[src/rtl/core/rgbds_pkg.sv]
// Shared types and constants for the RGB565 nearest-neighbor gray downscaler.
package rgbds_pkg;

	// Fixed field widths
	localparam int PIX_W     = 16;
	localparam int GRAY_W    = 8;
	localparam int OUT_X_W   = 7;
	localparam int OUT_Y_W   = 7;
	localparam int SIZE_W    = 12;
	localparam int COL_W     = 11;
	localparam int CFG_IDX_W = 1;

	// Source size limits
	localparam int SRC_MAX = 2048;

	// Default output size
	localparam int OUT_WIDTH_DEF  = 96;
	localparam int OUT_HEIGHT_DEF = 96;

	// Register reset values
	localparam logic [SIZE_W-1:0] SRC_WIDTH_RST  = SIZE_W'(320);
	localparam logic [SIZE_W-1:0] SRC_HEIGHT_RST = SIZE_W'(240);

	// Luma weights (sum to 256)
	localparam int R_COEF = 77;
	localparam int G_COEF = 151;
	localparam int B_COEF = 28;
	localparam int SUM_W  = 17;

	// Register indexes
	typedef enum logic [CFG_IDX_W-1:0] {
		CFG_SRC_WIDTH  = 1'b0,
		CFG_SRC_HEIGHT = 1'b1
	} cfg_idx_t;

	// Selection result handed from the selector to the output register
	typedef struct packed {
		logic               hit;
		logic               last;
		logic [OUT_X_W-1:0] x;
		logic [OUT_Y_W-1:0] y;
	} sel_res_t;

endpackage

[src/rtl/core/rgbds_if.sv]
// Valid/ready channel interfaces for source pixels and gray samples.
interface rgbds_pix_if import rgbds_pkg::*; ();
	logic             valid;
	logic             ready;
	logic [PIX_W-1:0] pixel;
	logic             frame_start;

	modport source (output valid, pixel, frame_start, input ready);
	modport sink (input valid, pixel, frame_start, output ready);
endinterface

interface rgbds_smp_if import rgbds_pkg::*; ();
	logic               valid;
	logic               ready;
	logic [GRAY_W-1:0]  gray;
	logic [OUT_X_W-1:0] out_x;
	logic [OUT_Y_W-1:0] out_y;
	logic               last;

	modport source (output valid, gray, out_x, out_y, last, input ready);
	modport sink (input valid, gray, out_x, out_y, last, output ready);
endinterface

[src/rtl/core/rgbds_gray.sv]
// RGB565 to 8-bit gray conversion with BT.601 integer weights.
module rgbds_gray import rgbds_pkg::*; (
	input  logic [PIX_W-1:0]  pixel,
	output logic [GRAY_W-1:0] gray
);

	logic [7:0]       r8;
	logic [7:0]       g8;
	logic [7:0]       b8;
	logic [SUM_W-1:0] sum;

	// Expand channels to 8 bits
	assign r8 = {pixel[15:11], 3'b000};
	assign g8 = {pixel[10:5], 2'b00};
	assign b8 = {pixel[4:0], 3'b000};

	// Weighted sum, keep the high byte
	assign sum = SUM_W'(r8) * SUM_W'(R_COEF)
	           + SUM_W'(g8) * SUM_W'(G_COEF)
	           + SUM_W'(b8) * SUM_W'(B_COEF);
	assign gray = sum[15:8];

endmodule

[src/rtl/core/rgbds_sel.sv]
// Source position counters and nearest-neighbor pick logic.
// Rather than dividing the accumulators, the source position is kept
// pre-scaled by the output size: a pick happens when
// pos*OUT <= acc < (pos+1)*OUT.
module rgbds_sel import rgbds_pkg::*; #(
	parameter int OUT_WIDTH  = OUT_WIDTH_DEF,
	parameter int OUT_HEIGHT = OUT_HEIGHT_DEF
) (
	input  logic              clk,
	input  logic              arst_n,
	input  logic              adv,
	input  logic              start,
	input  logic [SIZE_W-1:0] w,
	input  logic [SIZE_W-1:0] h,
	output sel_res_t          res
);

	localparam int OCW = $clog2(OUT_WIDTH + 1);
	localparam int ORW = $clog2(OUT_HEIGHT + 1);
	localparam int CAW = $clog2(SRC_MAX * OUT_WIDTH + 1);
	localparam int RAW = $clog2(SRC_MAX * OUT_HEIGHT + 1);

	localparam logic [OCW-1:0] OCOL_END  = OCW'(OUT_WIDTH);
	localparam logic [ORW-1:0] OROW_END  = ORW'(OUT_HEIGHT);
	localparam logic [OCW-1:0] OCOL_LAST = OCW'(OUT_WIDTH - 1);
	localparam logic [ORW-1:0] OROW_LAST = ORW'(OUT_HEIGHT - 1);
	localparam logic [CAW-1:0] COL_STEP  = CAW'(OUT_WIDTH);
	localparam logic [RAW-1:0] ROW_STEP  = RAW'(OUT_HEIGHT);
	localparam logic [COL_W-1:0] ROW_SAT = COL_W'(SRC_MAX - 1);

	logic [COL_W-1:0] col_q, row_q, col_e, row_e;
	logic [OCW-1:0]   ocol_q, ocol_e;
	logic [ORW-1:0]   orow_q, orow_e;
	logic [CAW-1:0]   col_acc_q, col_scl_q, col_acc_e, col_scl_e;
	logic [RAW-1:0]   row_acc_q, row_scl_q, row_acc_e, row_scl_e;
	logic             row_hit, col_hit, row_end;

	// Frame start clears everything before this pixel is looked at
	always_comb begin
		col_e     = start ? '0 : col_q;
		row_e     = start ? '0 : row_q;
		ocol_e    = start ? '0 : ocol_q;
		orow_e    = start ? '0 : orow_q;
		col_acc_e = start ? '0 : col_acc_q;
		col_scl_e = start ? '0 : col_scl_q;
		row_acc_e = start ? '0 : row_acc_q;
		row_scl_e = start ? '0 : row_scl_q;
	end

	// Pick decision
	assign row_hit = (orow_e < OROW_END) && (row_acc_e >= row_scl_e)
	               && ({1'b0, row_acc_e} < {1'b0, row_scl_e} + {1'b0, ROW_STEP});
	assign col_hit = row_hit && (ocol_e < OCOL_END) && (col_acc_e >= col_scl_e)
	               && ({1'b0, col_acc_e} < {1'b0, col_scl_e} + {1'b0, COL_STEP});
	assign row_end = {1'b0, col_e} >= (w - SIZE_W'(1));

	assign res.hit  = col_hit;
	assign res.last = (ocol_e == OCOL_LAST) && (orow_e == OROW_LAST);
	assign res.x    = OUT_X_W'(ocol_e);
	assign res.y    = OUT_Y_W'(orow_e);

	// Counter and accumulator update, once per word
	always_ff @(posedge clk or negedge arst_n) begin
		if (!arst_n) begin
			col_q     <= '0;
			row_q     <= '0;
			ocol_q    <= '0;
			orow_q    <= '0;
			col_acc_q <= '0;
			col_scl_q <= '0;
			row_acc_q <= '0;
			row_scl_q <= '0;
		end else if (adv) begin
			if (row_end) begin
				col_q     <= '0;
				col_scl_q <= '0;
				ocol_q    <= '0;
				col_acc_q <= '0;
				if (row_hit) begin
					orow_q    <= orow_e + ORW'(1);
					row_acc_q <= row_acc_e + RAW'(h);
				end else begin
					orow_q    <= orow_e;
					row_acc_q <= row_acc_e;
				end
				if (row_e < ROW_SAT) begin
					row_q     <= row_e + COL_W'(1);
					row_scl_q <= row_scl_e + ROW_STEP;
				end else begin
					row_q     <= row_e;
					row_scl_q <= row_scl_e;
				end
			end else begin
				col_q     <= col_e + COL_W'(1);
				col_scl_q <= col_scl_e + COL_STEP;
				row_q     <= row_e;
				row_scl_q <= row_scl_e;
				orow_q    <= orow_e;
				row_acc_q <= row_acc_e;
				if (col_hit) begin
					ocol_q    <= ocol_e + OCW'(1);
					col_acc_q <= col_acc_e + CAW'(w);
				end else begin
					ocol_q    <= ocol_e;
					col_acc_q <= col_acc_e;
				end
			end
		end
	end

endmodule

[src/rtl/core/rgb565_nearest_downscale_gray.sv]
// Top level: RGB565 nearest-neighbor downscaler with gray output.
// Usage:
//   pixels  - sink channel, one RGB565 word per source pixel in raster order;
//             frame_start marks the first pixel of each frame.
//   samples - source channel, one gray word per picked pixel with its output
//             column, row and a last flag on the final sample of the frame.
//   cfg_*   - write port for src_width (index 0) and src_height (index 1);
//             values are clamped to [output size, 2048]; write while idle.
// Throughput: one pixel per clock while samples is not stalled. A pixel goes
// through an input register, the pick logic and gray conversion, and lands
// in the output register, from which its sample is shown on samples.
// The rate is set by the selector, which updates its counters once per pixel.
// When samples stalls, the output register holds its word and the input
// register holds the next pixel, picked or not; then pixels.ready drops,
// so at most two words wait inside the block.
// Reset: registers return to 320x240 and counters clear, so the first pixel
// after reset acts as the start of a frame.
module rgb565_nearest_downscale_gray import rgbds_pkg::*; #(
	parameter int OUT_WIDTH  = OUT_WIDTH_DEF,
	parameter int OUT_HEIGHT = OUT_HEIGHT_DEF
) (
	input  logic                 clk,
	input  logic                 arst_n,
	rgbds_pix_if.sink            pixels,
	rgbds_smp_if.source          samples,
	input  logic                 cfg_we,
	input  logic [CFG_IDX_W-1:0] cfg_index,
	input  logic [SIZE_W-1:0]    cfg_data
);

	localparam logic [SIZE_W-1:0] W_MIN  = SIZE_W'(OUT_WIDTH);
	localparam logic [SIZE_W-1:0] H_MIN  = SIZE_W'(OUT_HEIGHT);
	localparam logic [SIZE_W-1:0] SZ_MAX = SIZE_W'(SRC_MAX);

	logic [SIZE_W-1:0] src_width_q, src_height_q, w, h;
	logic              valid_s1, start_s1, adv;
	logic [PIX_W-1:0]  pixel_s1;
	logic              valid_s2, last_s2;
	logic [GRAY_W-1:0] gray_s2, gray;
	logic [OUT_X_W-1:0] x_s2;
	logic [OUT_Y_W-1:0] y_s2;
	sel_res_t          res;

	// Configuration registers
	always_ff @(posedge clk or negedge arst_n) begin
		if (!arst_n) begin
			src_width_q  <= SRC_WIDTH_RST;
			src_height_q <= SRC_HEIGHT_RST;
		end else if (cfg_we) begin
			unique case (cfg_idx_t'(cfg_index))
				CFG_SRC_WIDTH:  src_width_q  <= cfg_data;
				CFG_SRC_HEIGHT: src_height_q <= cfg_data;
				default: ;
			endcase
		end
	end

	// Clamp sizes into the legal range
	assign w = (src_width_q < W_MIN) ? W_MIN : (src_width_q > SZ_MAX) ? SZ_MAX : src_width_q;
	assign h = (src_height_q < H_MIN) ? H_MIN
	         : (src_height_q > SZ_MAX) ? SZ_MAX : src_height_q;

	// Handshake: stage 1 moves on when the output register is free or draining
	assign adv          = valid_s1 && (!valid_s2 || samples.ready);
	assign pixels.ready = !valid_s1 || adv;

	// Input register
	always_ff @(posedge clk or negedge arst_n) begin
		if (!arst_n) begin
			valid_s1 <= 1'b0;
		end else if (pixels.ready) begin
			valid_s1 <= pixels.valid;
		end
	end

	always_ff @(posedge clk) begin
		if (pixels.ready && pixels.valid) begin
			pixel_s1 <= pixels.pixel;
			start_s1 <= pixels.frame_start;
		end
	end

	// Pick logic and gray conversion
	rgbds_sel #(
		.OUT_WIDTH  (OUT_WIDTH),
		.OUT_HEIGHT (OUT_HEIGHT)
	) u_sel (
		.clk    (clk),
		.arst_n (arst_n),
		.adv    (adv),
		.start  (start_s1),
		.w      (w),
		.h      (h),
		.res    (res)
	);

	rgbds_gray u_gray (
		.pixel (pixel_s1),
		.gray  (gray)
	);

	// Output register
	always_ff @(posedge clk or negedge arst_n) begin
		if (!arst_n) begin
			valid_s2 <= 1'b0;
		end else if (adv) begin
			valid_s2 <= res.hit;
		end else if (samples.ready) begin
			valid_s2 <= 1'b0;
		end
	end

	always_ff @(posedge clk) begin
		if (adv && res.hit) begin
			gray_s2 <= gray;
			x_s2    <= res.x;
			y_s2    <= res.y;
			last_s2 <= res.last;
		end
	end

	assign samples.valid = valid_s2;
	assign samples.gray  = gray_s2;
	assign samples.out_x = x_s2;
	assign samples.out_y = y_s2;
	assign samples.last  = last_s2;

endmodule
[src/flat_wrapper.sv]
// flat-port wrapper written by rule: the top's interface ports become plain ports
module rgb565_nearest_downscale_gray_flat import rgbds_pkg::*;
#(
	parameter int OUT_WIDTH  = OUT_WIDTH_DEF,
	parameter int OUT_HEIGHT = OUT_HEIGHT_DEF
)
  (clk, arst_n, cfg_we, cfg_index, cfg_data, pixels_valid, pixels_pixel, pixels_frame_start, pixels_ready, samples_valid, samples_gray, samples_out_x, samples_out_y, samples_last, samples_ready);
  rgbds_pix_if pixels_i ();
  rgbds_smp_if samples_i ();
  input  logic clk;
  input  logic arst_n;
  input  logic cfg_we;
  input  logic [CFG_IDX_W-1:0] cfg_index;
  input  logic [SIZE_W-1:0] cfg_data;
  input wire logic [$bits(pixels_i.valid)-1:0] pixels_valid;
  input wire logic [$bits(pixels_i.pixel)-1:0] pixels_pixel;
  input wire logic [$bits(pixels_i.frame_start)-1:0] pixels_frame_start;
  output wire logic [$bits(pixels_i.ready)-1:0] pixels_ready;
  output wire logic [$bits(samples_i.valid)-1:0] samples_valid;
  output wire logic [$bits(samples_i.gray)-1:0] samples_gray;
  output wire logic [$bits(samples_i.out_x)-1:0] samples_out_x;
  output wire logic [$bits(samples_i.out_y)-1:0] samples_out_y;
  output wire logic [$bits(samples_i.last)-1:0] samples_last;
  input wire logic [$bits(samples_i.ready)-1:0] samples_ready;
  assign pixels_i.valid = pixels_valid;
  assign pixels_i.pixel = pixels_pixel;
  assign pixels_i.frame_start = pixels_frame_start;
  assign pixels_ready = pixels_i.ready;
  assign samples_valid = samples_i.valid;
  assign samples_gray = samples_i.gray;
  assign samples_out_x = samples_i.out_x;
  assign samples_out_y = samples_i.out_y;
  assign samples_last = samples_i.last;
  assign samples_i.ready = samples_ready;
  rgb565_nearest_downscale_gray #(.OUT_WIDTH(OUT_WIDTH), .OUT_HEIGHT(OUT_HEIGHT)) u_core (.clk(clk), .arst_n(arst_n), .pixels(pixels_i), .samples(samples_i), .cfg_we(cfg_we), .cfg_index(cfg_index), .cfg_data(cfg_data));
endmodule
[config.mk]
export PLATFORM = sky130hd
export DESIGN_NAME = rgb565_nearest_downscale_gray_flat
export DESIGN_NICKNAME = d
export VERILOG_FILES = /design/src/rtl/core/rgbds_pkg.sv /design/src/rtl/core/rgbds_if.sv /design/src/rtl/core/rgbds_gray.sv /design/src/rtl/core/rgbds_sel.sv /design/src/rtl/core/rgb565_nearest_downscale_gray.sv /design/src/flat_wrapper.sv
export SDC_FILE = /design/constraint.sdc
export NUM_CORES = 1
export LEC_CHECK = 0
export ABC_AREA = 1
export BUFFER_PORTS_ARGS = -buffer_cell sky130_fd_sc_hd__buf_4
export CAP_MARGIN = 15
export CORE_MARGIN = 4
export CORE_UTILIZATION = 40
export DETAILED_ROUTE_END_ITERATION = 6
export PLACE_DENSITY = 0.67
export SLEW_MARGIN = 20
export SYNTH_ARGS = -nofsm -noshare
export SYNTH_HDL_FRONTEND = slang
export SYNTH_SLANG_ARGS = --single-unit
[constraint.sdc]
create_clock -name clk -period 10.8 [get_ports clk]
set_clock_uncertainty 0.15 [all_clocks]
set_input_delay 1.08 -clock clk [delete_from_list [all_inputs] [get_ports clk]]
set_output_delay 1.08 -clock clk [all_outputs]
set_load 0.005 [all_outputs]
After elaboration in Yosys (flattened, before gate mapping)
Cells that the tools add are included.

Bits of input ports: 35. Word-level logic and storage cells: 93. Flip-flop bits (word level): 174.

Bitwise gates (word level): 1. Reduce and logical (&&, ||, !) cells: 16. Muxes and demuxes: 28. Multiply operators: 3. Magnitude comparators: 12. Add/sub/neg operators: 13. Equal/unequal tests: 2.

Operator list (number): 18-bit 2-to-1 mux (11); 11-bit 2-to-1 mux (5); 12-bit 2-to-1 mux (4); 7-bit 2-to-1 mux (6); 18-bit by 7-bit adder with 19-bit output (second input constant) (2); 18-bit by 19-bit < comparator with 1-bit output (2); 18-bit by 12-bit adder with 18-bit output (2); 18-bit by 7-bit adder with 18-bit output (second input constant) (2); 18-bit >= comparator (2); 12-bit greater-than comparator (second input constant) (2); 12-bit by 7-bit < comparator with 1-bit output (second input constant) (2); 11-bit by 1-bit adder with 11-bit output (second input constant) (2); 15-bit by 16-bit adder with 16-bit output (1); 16-bit by 13-bit adder with 16-bit output (1); 7-bit by 1-bit adder with 7-bit output (second input constant) (2); 7-bit == test (second input constant) (2); 7-bit < comparator (second input constant) (2); 6-bit by 8-bit multiplier with 14-bit output (second input constant) (1); 11-bit by 12-bit >= comparator with 1-bit output (1); 5-bit by 7-bit multiplier with 12-bit output (second input constant) (1); 12-bit by 1-bit subtractor with 12-bit output (second input constant) (1); 11-bit < comparator (second input constant) (1); 1-bit logical AND (9); 5-bit by 3-bit multiplier with 8-bit output (second input constant) (1); 6 further kinds (10).

Logic depth before layout (Yosys ltp)
Depth after elaboration: 9. Gate-level depth with buffers: 28. Gate-level depth less buffers: 27.

Modules after synthesis
Synthesis repeated with hierarchy kept, for this count alone.

Cells, all modules: 2063. Area, all modules: 15056.9 µm².

By module, submodules not included: rgbds_sel (area an instance 9900.7 µm², times used 1, cells each 1484, sequential area each 2702.6 µm²); rgbds_gray (area an instance 2587.5 µm², times used 1, cells each 354, sequential area each 0.0 µm²); rgb565_nearest_downscale_gray (area an instance 2568.7 µm², times used 1, cells each 225, sequential area each 1859.3 µm²).

Worst setup path before layout
No wires, ideal clock.

Kind: register to register. Start point: register u_core.start_s1. End point: register u_core.gray_s2[0] (netlist: u_core.samples.gray[0]), enable pin. Buffers on the path: 6. Cell stages (with the launch flop): 24. Slack: 5.303 ns. Setup time: 0.403 ns. Data arrival time: 4.944 ns. Clock period less this slack: 5.497 ns. Cells stage by stage: edfxtp_1 -> inv_4 -> buf_6 -> buf_2 -> buf_2 -> buf_2 -> buf_1 -> nand2_1 -> ha_1 -> or2_2 -> nor2_1 -> nand4_1 -> nor3_1 -> nand2_1 -> xor2_1 -> ha_1 -> nand3_1 -> nand2_1 -> nor2_1 -> nand3_1 -> nor2_4 -> nand2_4 -> buf_6 -> nor2_1.

Cells in the longest elaborated chain, start to end: 8. Elaborated cells between the ends (all ways): 20. Classes of those cells: add/sub: 2; order compare: 6; mux: 6; reduce/logical: 6.

RTL lines: start: declaration (line rgb565_nearest_downscale_gray.sv:36) `logic valid_s1, start_s1, adv;`; start signal: assignment (line rgb565_nearest_downscale_gray.sv:79) `start_s1 <= pixels.frame_start;`; 18-bit 2-to-1 mux (tied with other cells) (line rgbds_sel.sv:47) `row_scl_e = start ? '0 : row_scl_q;`; 18-bit by 7-bit adder with 19-bit output (tied with other cells) (line rgbds_sel.sv:52) `&& ({1'b0, row_acc_e} < {1'b0, row_scl_e} + {1'b0, ROW_STEP});`; 18-bit by 19-bit < comparator with 1-bit output / 1-bit logical AND (equally long branches) (line rgbds_sel.sv:52, rgbds_sel.sv:51); 1-bit logical AND (line rgbds_sel.sv:52); 1-bit logical AND (2 in series) (line rgbds_sel.sv:53) `assign col_hit = row_hit && (ocol_e < OCOL_END) && (col_acc_e >= col_scl_e)`; 1-bit logical AND * (line rgbds_sel.sv:54) `&& ({1'b0, col_acc_e} < {1'b0, col_scl_e} + {1'b0, COL_STEP});`; 1-bit logical AND * (line rgb565_nearest_downscale_gray.sv:114) `if (adv && res.hit) begin`; end signal: assignment (line rgb565_nearest_downscale_gray.sv:115) `gray_s2 <= gray;`; end: declaration (line rgb565_nearest_downscale_gray.sv:39) `logic [GRAY_W-1:0] gray_s2, gray;`.

Every way passes the cells marked *; elsewhere a longest branch is shown, timed or not. A chain may end at the register's enable or synchronous reset.

Final worst setup path
Start point: register u_core.start_s1. End point: register u_core.x_s2[6] (netlist: u_core.samples.out_x[6]), enable pin.

Cells in the longest elaborated chain, start to end: 8. Elaborated cells between the ends (all ways): 20. Classes of those cells: add/sub: 2; order compare: 6; mux: 6; reduce/logical: 6.

RTL lines: 18-bit 2-to-1 mux (tied with other cells) (line rgbds_sel.sv:47); 18-bit by 7-bit adder with 19-bit output (tied with other cells) (line rgbds_sel.sv:52); 18-bit by 19-bit < comparator with 1-bit output / 1-bit logical AND (equally long branches) (line rgbds_sel.sv:52, rgbds_sel.sv:51); 1-bit logical AND (line rgbds_sel.sv:52); 1-bit logical AND (2 in series) (line rgbds_sel.sv:53); 1-bit logical AND * (line rgbds_sel.sv:54); 1-bit logical AND * (line rgb565_nearest_downscale_gray.sv:114); end signal: assignment (line rgb565_nearest_downscale_gray.sv:116) `x_s2 <= res.x;`; end: declaration (line rgb565_nearest_downscale_gray.sv:40) `logic [OUT_X_W-1:0] x_s2;`.

Marks and branches as above.

==> flow_summary.json <==
{
  "outcome": "complete, no violations",
  "power_density_mw_per_mm2": 212,
  "p_leak_nw": 8.08,
  "syn_inst": 1860,
  "cts_setup_buffers": 0,
  "ys_seq_area_share_pct": 32.2,
  "path_clk_slew_ps": 70,
  "worst_setup_path_end_kind": "register",
  "via_per_inst": 5.03,
  "cts_max_level": 4,
  "timing.setup.tns_ps": 0,
  "required_ps": 10710,
  "hold_viol": 0,
  "power.switching_mw": 1.46,
  "fin_crit_sh_pct": 54.6,
  "cts_root_buf": "clkbuf_16",
  "numCtsBuffers": 17,
  "firstDrtPassIters": 5,
  "grt_pass1_vias": 11900,
  "clock_latency_ps": 440,
  "drive_gt1_share_pct": 6.90,
  "drt_iter0_drc": 754,
  "syn_area_sq_mm": 0.0142,
  "portBuffers": 59,
  "io_pins": 60,
  "synth-seq-cells": 174,
  "path_class": "register to register",
  "wl_per_cell_um": 14.2,
  "max-clock-path-buffers": 2,
  "reg2reg_to": "u_core.samples.out_x[6]",
  "die_w_um": 196,
  "start_kind": "register",
  "grt_pass1_wl_mm": 57.3,
  "cp_data_arrival_time_ps": 5810,
  "syn_nets": 2092,
  "fmax_ghz": 0.169,
  "finalHoldWorstSlack_ps": 331,
  "relSlewSlack_pct": 29.0,
  "grt_usage_pct": 17.9,
  "r2r_slack_ps": 4900,
  "place_hpwl_mm": 25.3,
  "startpoint": "u_core.start_s1",
  "cp_max_fo": 61,
  "antenna_found_initial": 0,
  "rsz0062_at_grt": "no",
  "fin_util_pct": 45.0,
  "fin_crit_ps": 5900,
  "grt_max_degree": 71,
  "sequentialPowerShare_pct": 27.5,
  "coreArea_sq_mm": 0.0348,
  "start_util_pct": 40.7,
  "max_slew.worst_pin.slew_ps": 1060,
  "synth_edf_count": 40,
  "finalSetupViolations": 0,
  "diodes": 0,
  "report.final.slew_viol_count": 0,
  "syn_to_final_growth_pct": 10.4,
  "final.setup.worst_slack_ps": 4900,
  "power_frac_comb_pct": 52.3,
  "worstSetupEndpoint": "u_core.samples.out_x[6]",
  "vias": 11900,
  "cts_tree": "built",
  "swShare_pct": 44.0,
  "async_reset_ff_share_pct": 77.0,
  "avgSynthCellArea_sq_um": 7.62,
  "cellInternalPower_mw": 1.86,
  "nNetsFinal": 2132,
  "place_congestion": 0.869,
  "max_cap_viol_count": 0,
  "ant_nets": 0,
  "gr-total-overflow": 0,
  "reg2reg_from": "u_core.start_s1",
  "rows": 68,
  "dp_slack_ps": 4930,
  "ir_drop_uv": 257,
  "drcViolationCount": 0,
  "min_path_type": "register to register",
  "drt-total-wl_mm": 33.6,
  "cts.sinks": 174,
  "hold_buffers": 0,
  "synth_flop_cell": "dfrtp_1",
  "dieArea_sq_mm": 0.0385,
  "ctsResizeCount": 0,
  "power_frac_clock_pct": 20.2,
  "dieHeight_um": 196,
  "yosysWarningCount": 0,
  "synth_cell_type_count": 47,
  "worstRegToRegCells": 19
}
critical path: stages, from the launching register on:
cell,delay [ps]
edfxtp_1,360
buf_4,250
inv_4,550
nand2_1,210
ha_1,260
or2_2,310
nor2_1,160
nand4_1,150
nor3_1,280
nand2_1,100
xor2_1,170
ha_1,350
nand3_1,120
nand2_1,60
nor2_1,110
nand3_1,130
nor2_4,90
buf_4,440
nand2_4,320
nor2_2,890
sequential cells by signal (all words and copies together) (netlist names):
signal and flops:
u_core.u_sel.col_acc_q 18, u_core.u_sel.ocol_q 7, u_core.samples.gray 8, u_core.u_sel.col_scl_q 18, u_core.u_sel.col_q 11, u_core.u_sel.row_q 11
u_core.src_height_q 12, u_core.src_width_q 12, u_core.pixel_s1 16, u_core.u_sel.orow_q 7, u_core.u_sel.row_scl_q 18, u_core.samples.last 1
u_core.samples.out_y 7, u_core.samples.valid 1, u_core.start_s1 1, u_core.u_sel.row_acc_q 18, u_core.valid_s1 1, u_core.samples.out_x 7
final cells by class:
cell class	count	area, sq um
multi-input combinational	1334	8240
timing repair buffer	68	514
inverter	305	1150
clock buffer	20	479
sequential	174	4560
clock inverter	12	143
fill	3430	19100
tap	455	569
power groups by stage:
stage | Combinational [mW] | Sequential (mW) | Clock [mW]
2_1_floorplan | 1.33 | 0.901 | 0
3_3_place_gp | 1.69 | 0.921 | 0
3_5_place_dp | 1.73 | 0.923 | 0
4_1_cts | 1.74 | 0.911 | 0.681
5_1_grt | 1.99 | 0.923 | 0.710
6_report | 1.73 | 0.910 | 0.670
through the flow:
step	total power [mW]	cells	instance area, sq um
6_report	3.31	2368	15700
5_1_grt	3.62	2368	15700
4_1_cts	3.33	2368	15700
3_5_place_dp	2.65	2336	15000
3_3_place_gp	2.61	2336	15000
2_1_floorplan	2.23	1860	14200
cells in the mapped netlist (3+ instances only):
| cell type | number | area share [%] |
|---|---|---|
| inv_2 | 5 | 0.13 |
| o21bai_1 | 4 | 0.21 |
| o21ai_1 | 3 | 0.11 |
| inv_1 | 298 | 7.9 |
| dfstp_2 | 6 | 1.1 |
| nand3b_1 | 6 | 0.32 |
| buf_6 | 4 | 0.32 |
| nor4_1 | 5 | 0.22 |
| o22ai_1 | 22 | 0.97 |
| xnor2_1 | 34 | 2.1 |
| buf_1 | 6 | 0.16 |
| nand4_1 | 22 | 0.97 |
| buf_4 | 5 | 0.26 |
| xor2_1 | 69 | 4.3 |
| nand3_1 | 125 | 4.4 |
| a31oi_1 | 4 | 0.18 |
| nor3_1 | 25 | 0.88 |
| edfxtp_1 | 40 | 8.5 |
| a21oi_1 | 87 | 3.1 |
| o21ai_0 | 83 | 2.9 |
| nor2_4 | 4 | 0.32 |
| a211oi_1 | 4 | 0.21 |
| buf_2 | 7 | 0.25 |
| o211ai_1 | 8 | 0.42 |
| nor2_1 | 177 | 4.7 |
| dfrtp_1 | 128 | 23 |
| ha_1 | 171 | 15 |
| fa_1 | 26 | 3.7 |
| nand2_2 | 4 | 0.18 |
| nand2_1 | 420 | 11 |
| clkbuf_1 | 25 | 0.66 |
| a21o_1 | 12 | 0.64 |
cells by family after synthesis:
family | count (synthesis) | share of synthesized area (%)
flip-flops | 174 | 32.2
buffers and inverters | 352 | 9.74
AND/OR/NAND/NOR | 799 | 23.8
adder cells (fa/ha/maj) | 197 | 18.8
AO/OA/AOI/OAI | 235 | 9.19
XOR/XNOR | 103 | 6.36
metal layers:
layer / track usage, % / share of wire, % / wire length [um]
met5: 0 / 0 / 0
met4: 5.33 / 2.3 / 763
met3: 2.70 / 3.7 / 1240
met2: 29.8 / 46 / 15500
met1: 24.3 / 48 / 16100
layout by cell type (no fill, tap or decap), types with 34 or more instances in the layout:
cell      instances
nor2_1          175
buf_4            67
dfrtp_1         128
edfxtp_1         40
nand3_1         125
xor2_1           69
xnor2_1          34
nand2_1         419
ha_1            171
o21ai_0          83
a21oi_1          87
inv_1           298
worst min-delay path by stage:
stage	startpoint	to	cells after the start
final	u_core.u_sel.col_acc_q[6]	u_core.u_sel.col_acc_q[6]	2
after global placement	u_core.u_sel.row_acc_q[11]	u_core.u_sel.row_acc_q[11]	2
after detailed placement	u_core.u_sel.col_acc_q[6]	u_core.u_sel.col_acc_q[6]	2
after floorplan	u_core.u_sel.ocol_q[3]	u_core.u_sel.ocol_q[3]	2
after CTS	u_core.u_sel.orow_q[1]	u_core.u_sel.orow_q[1]	2
after global routing	u_core.u_sel.col_acc_q[6]	u_core.u_sel.col_acc_q[6]	2
(Power assumes the default switching activity.)
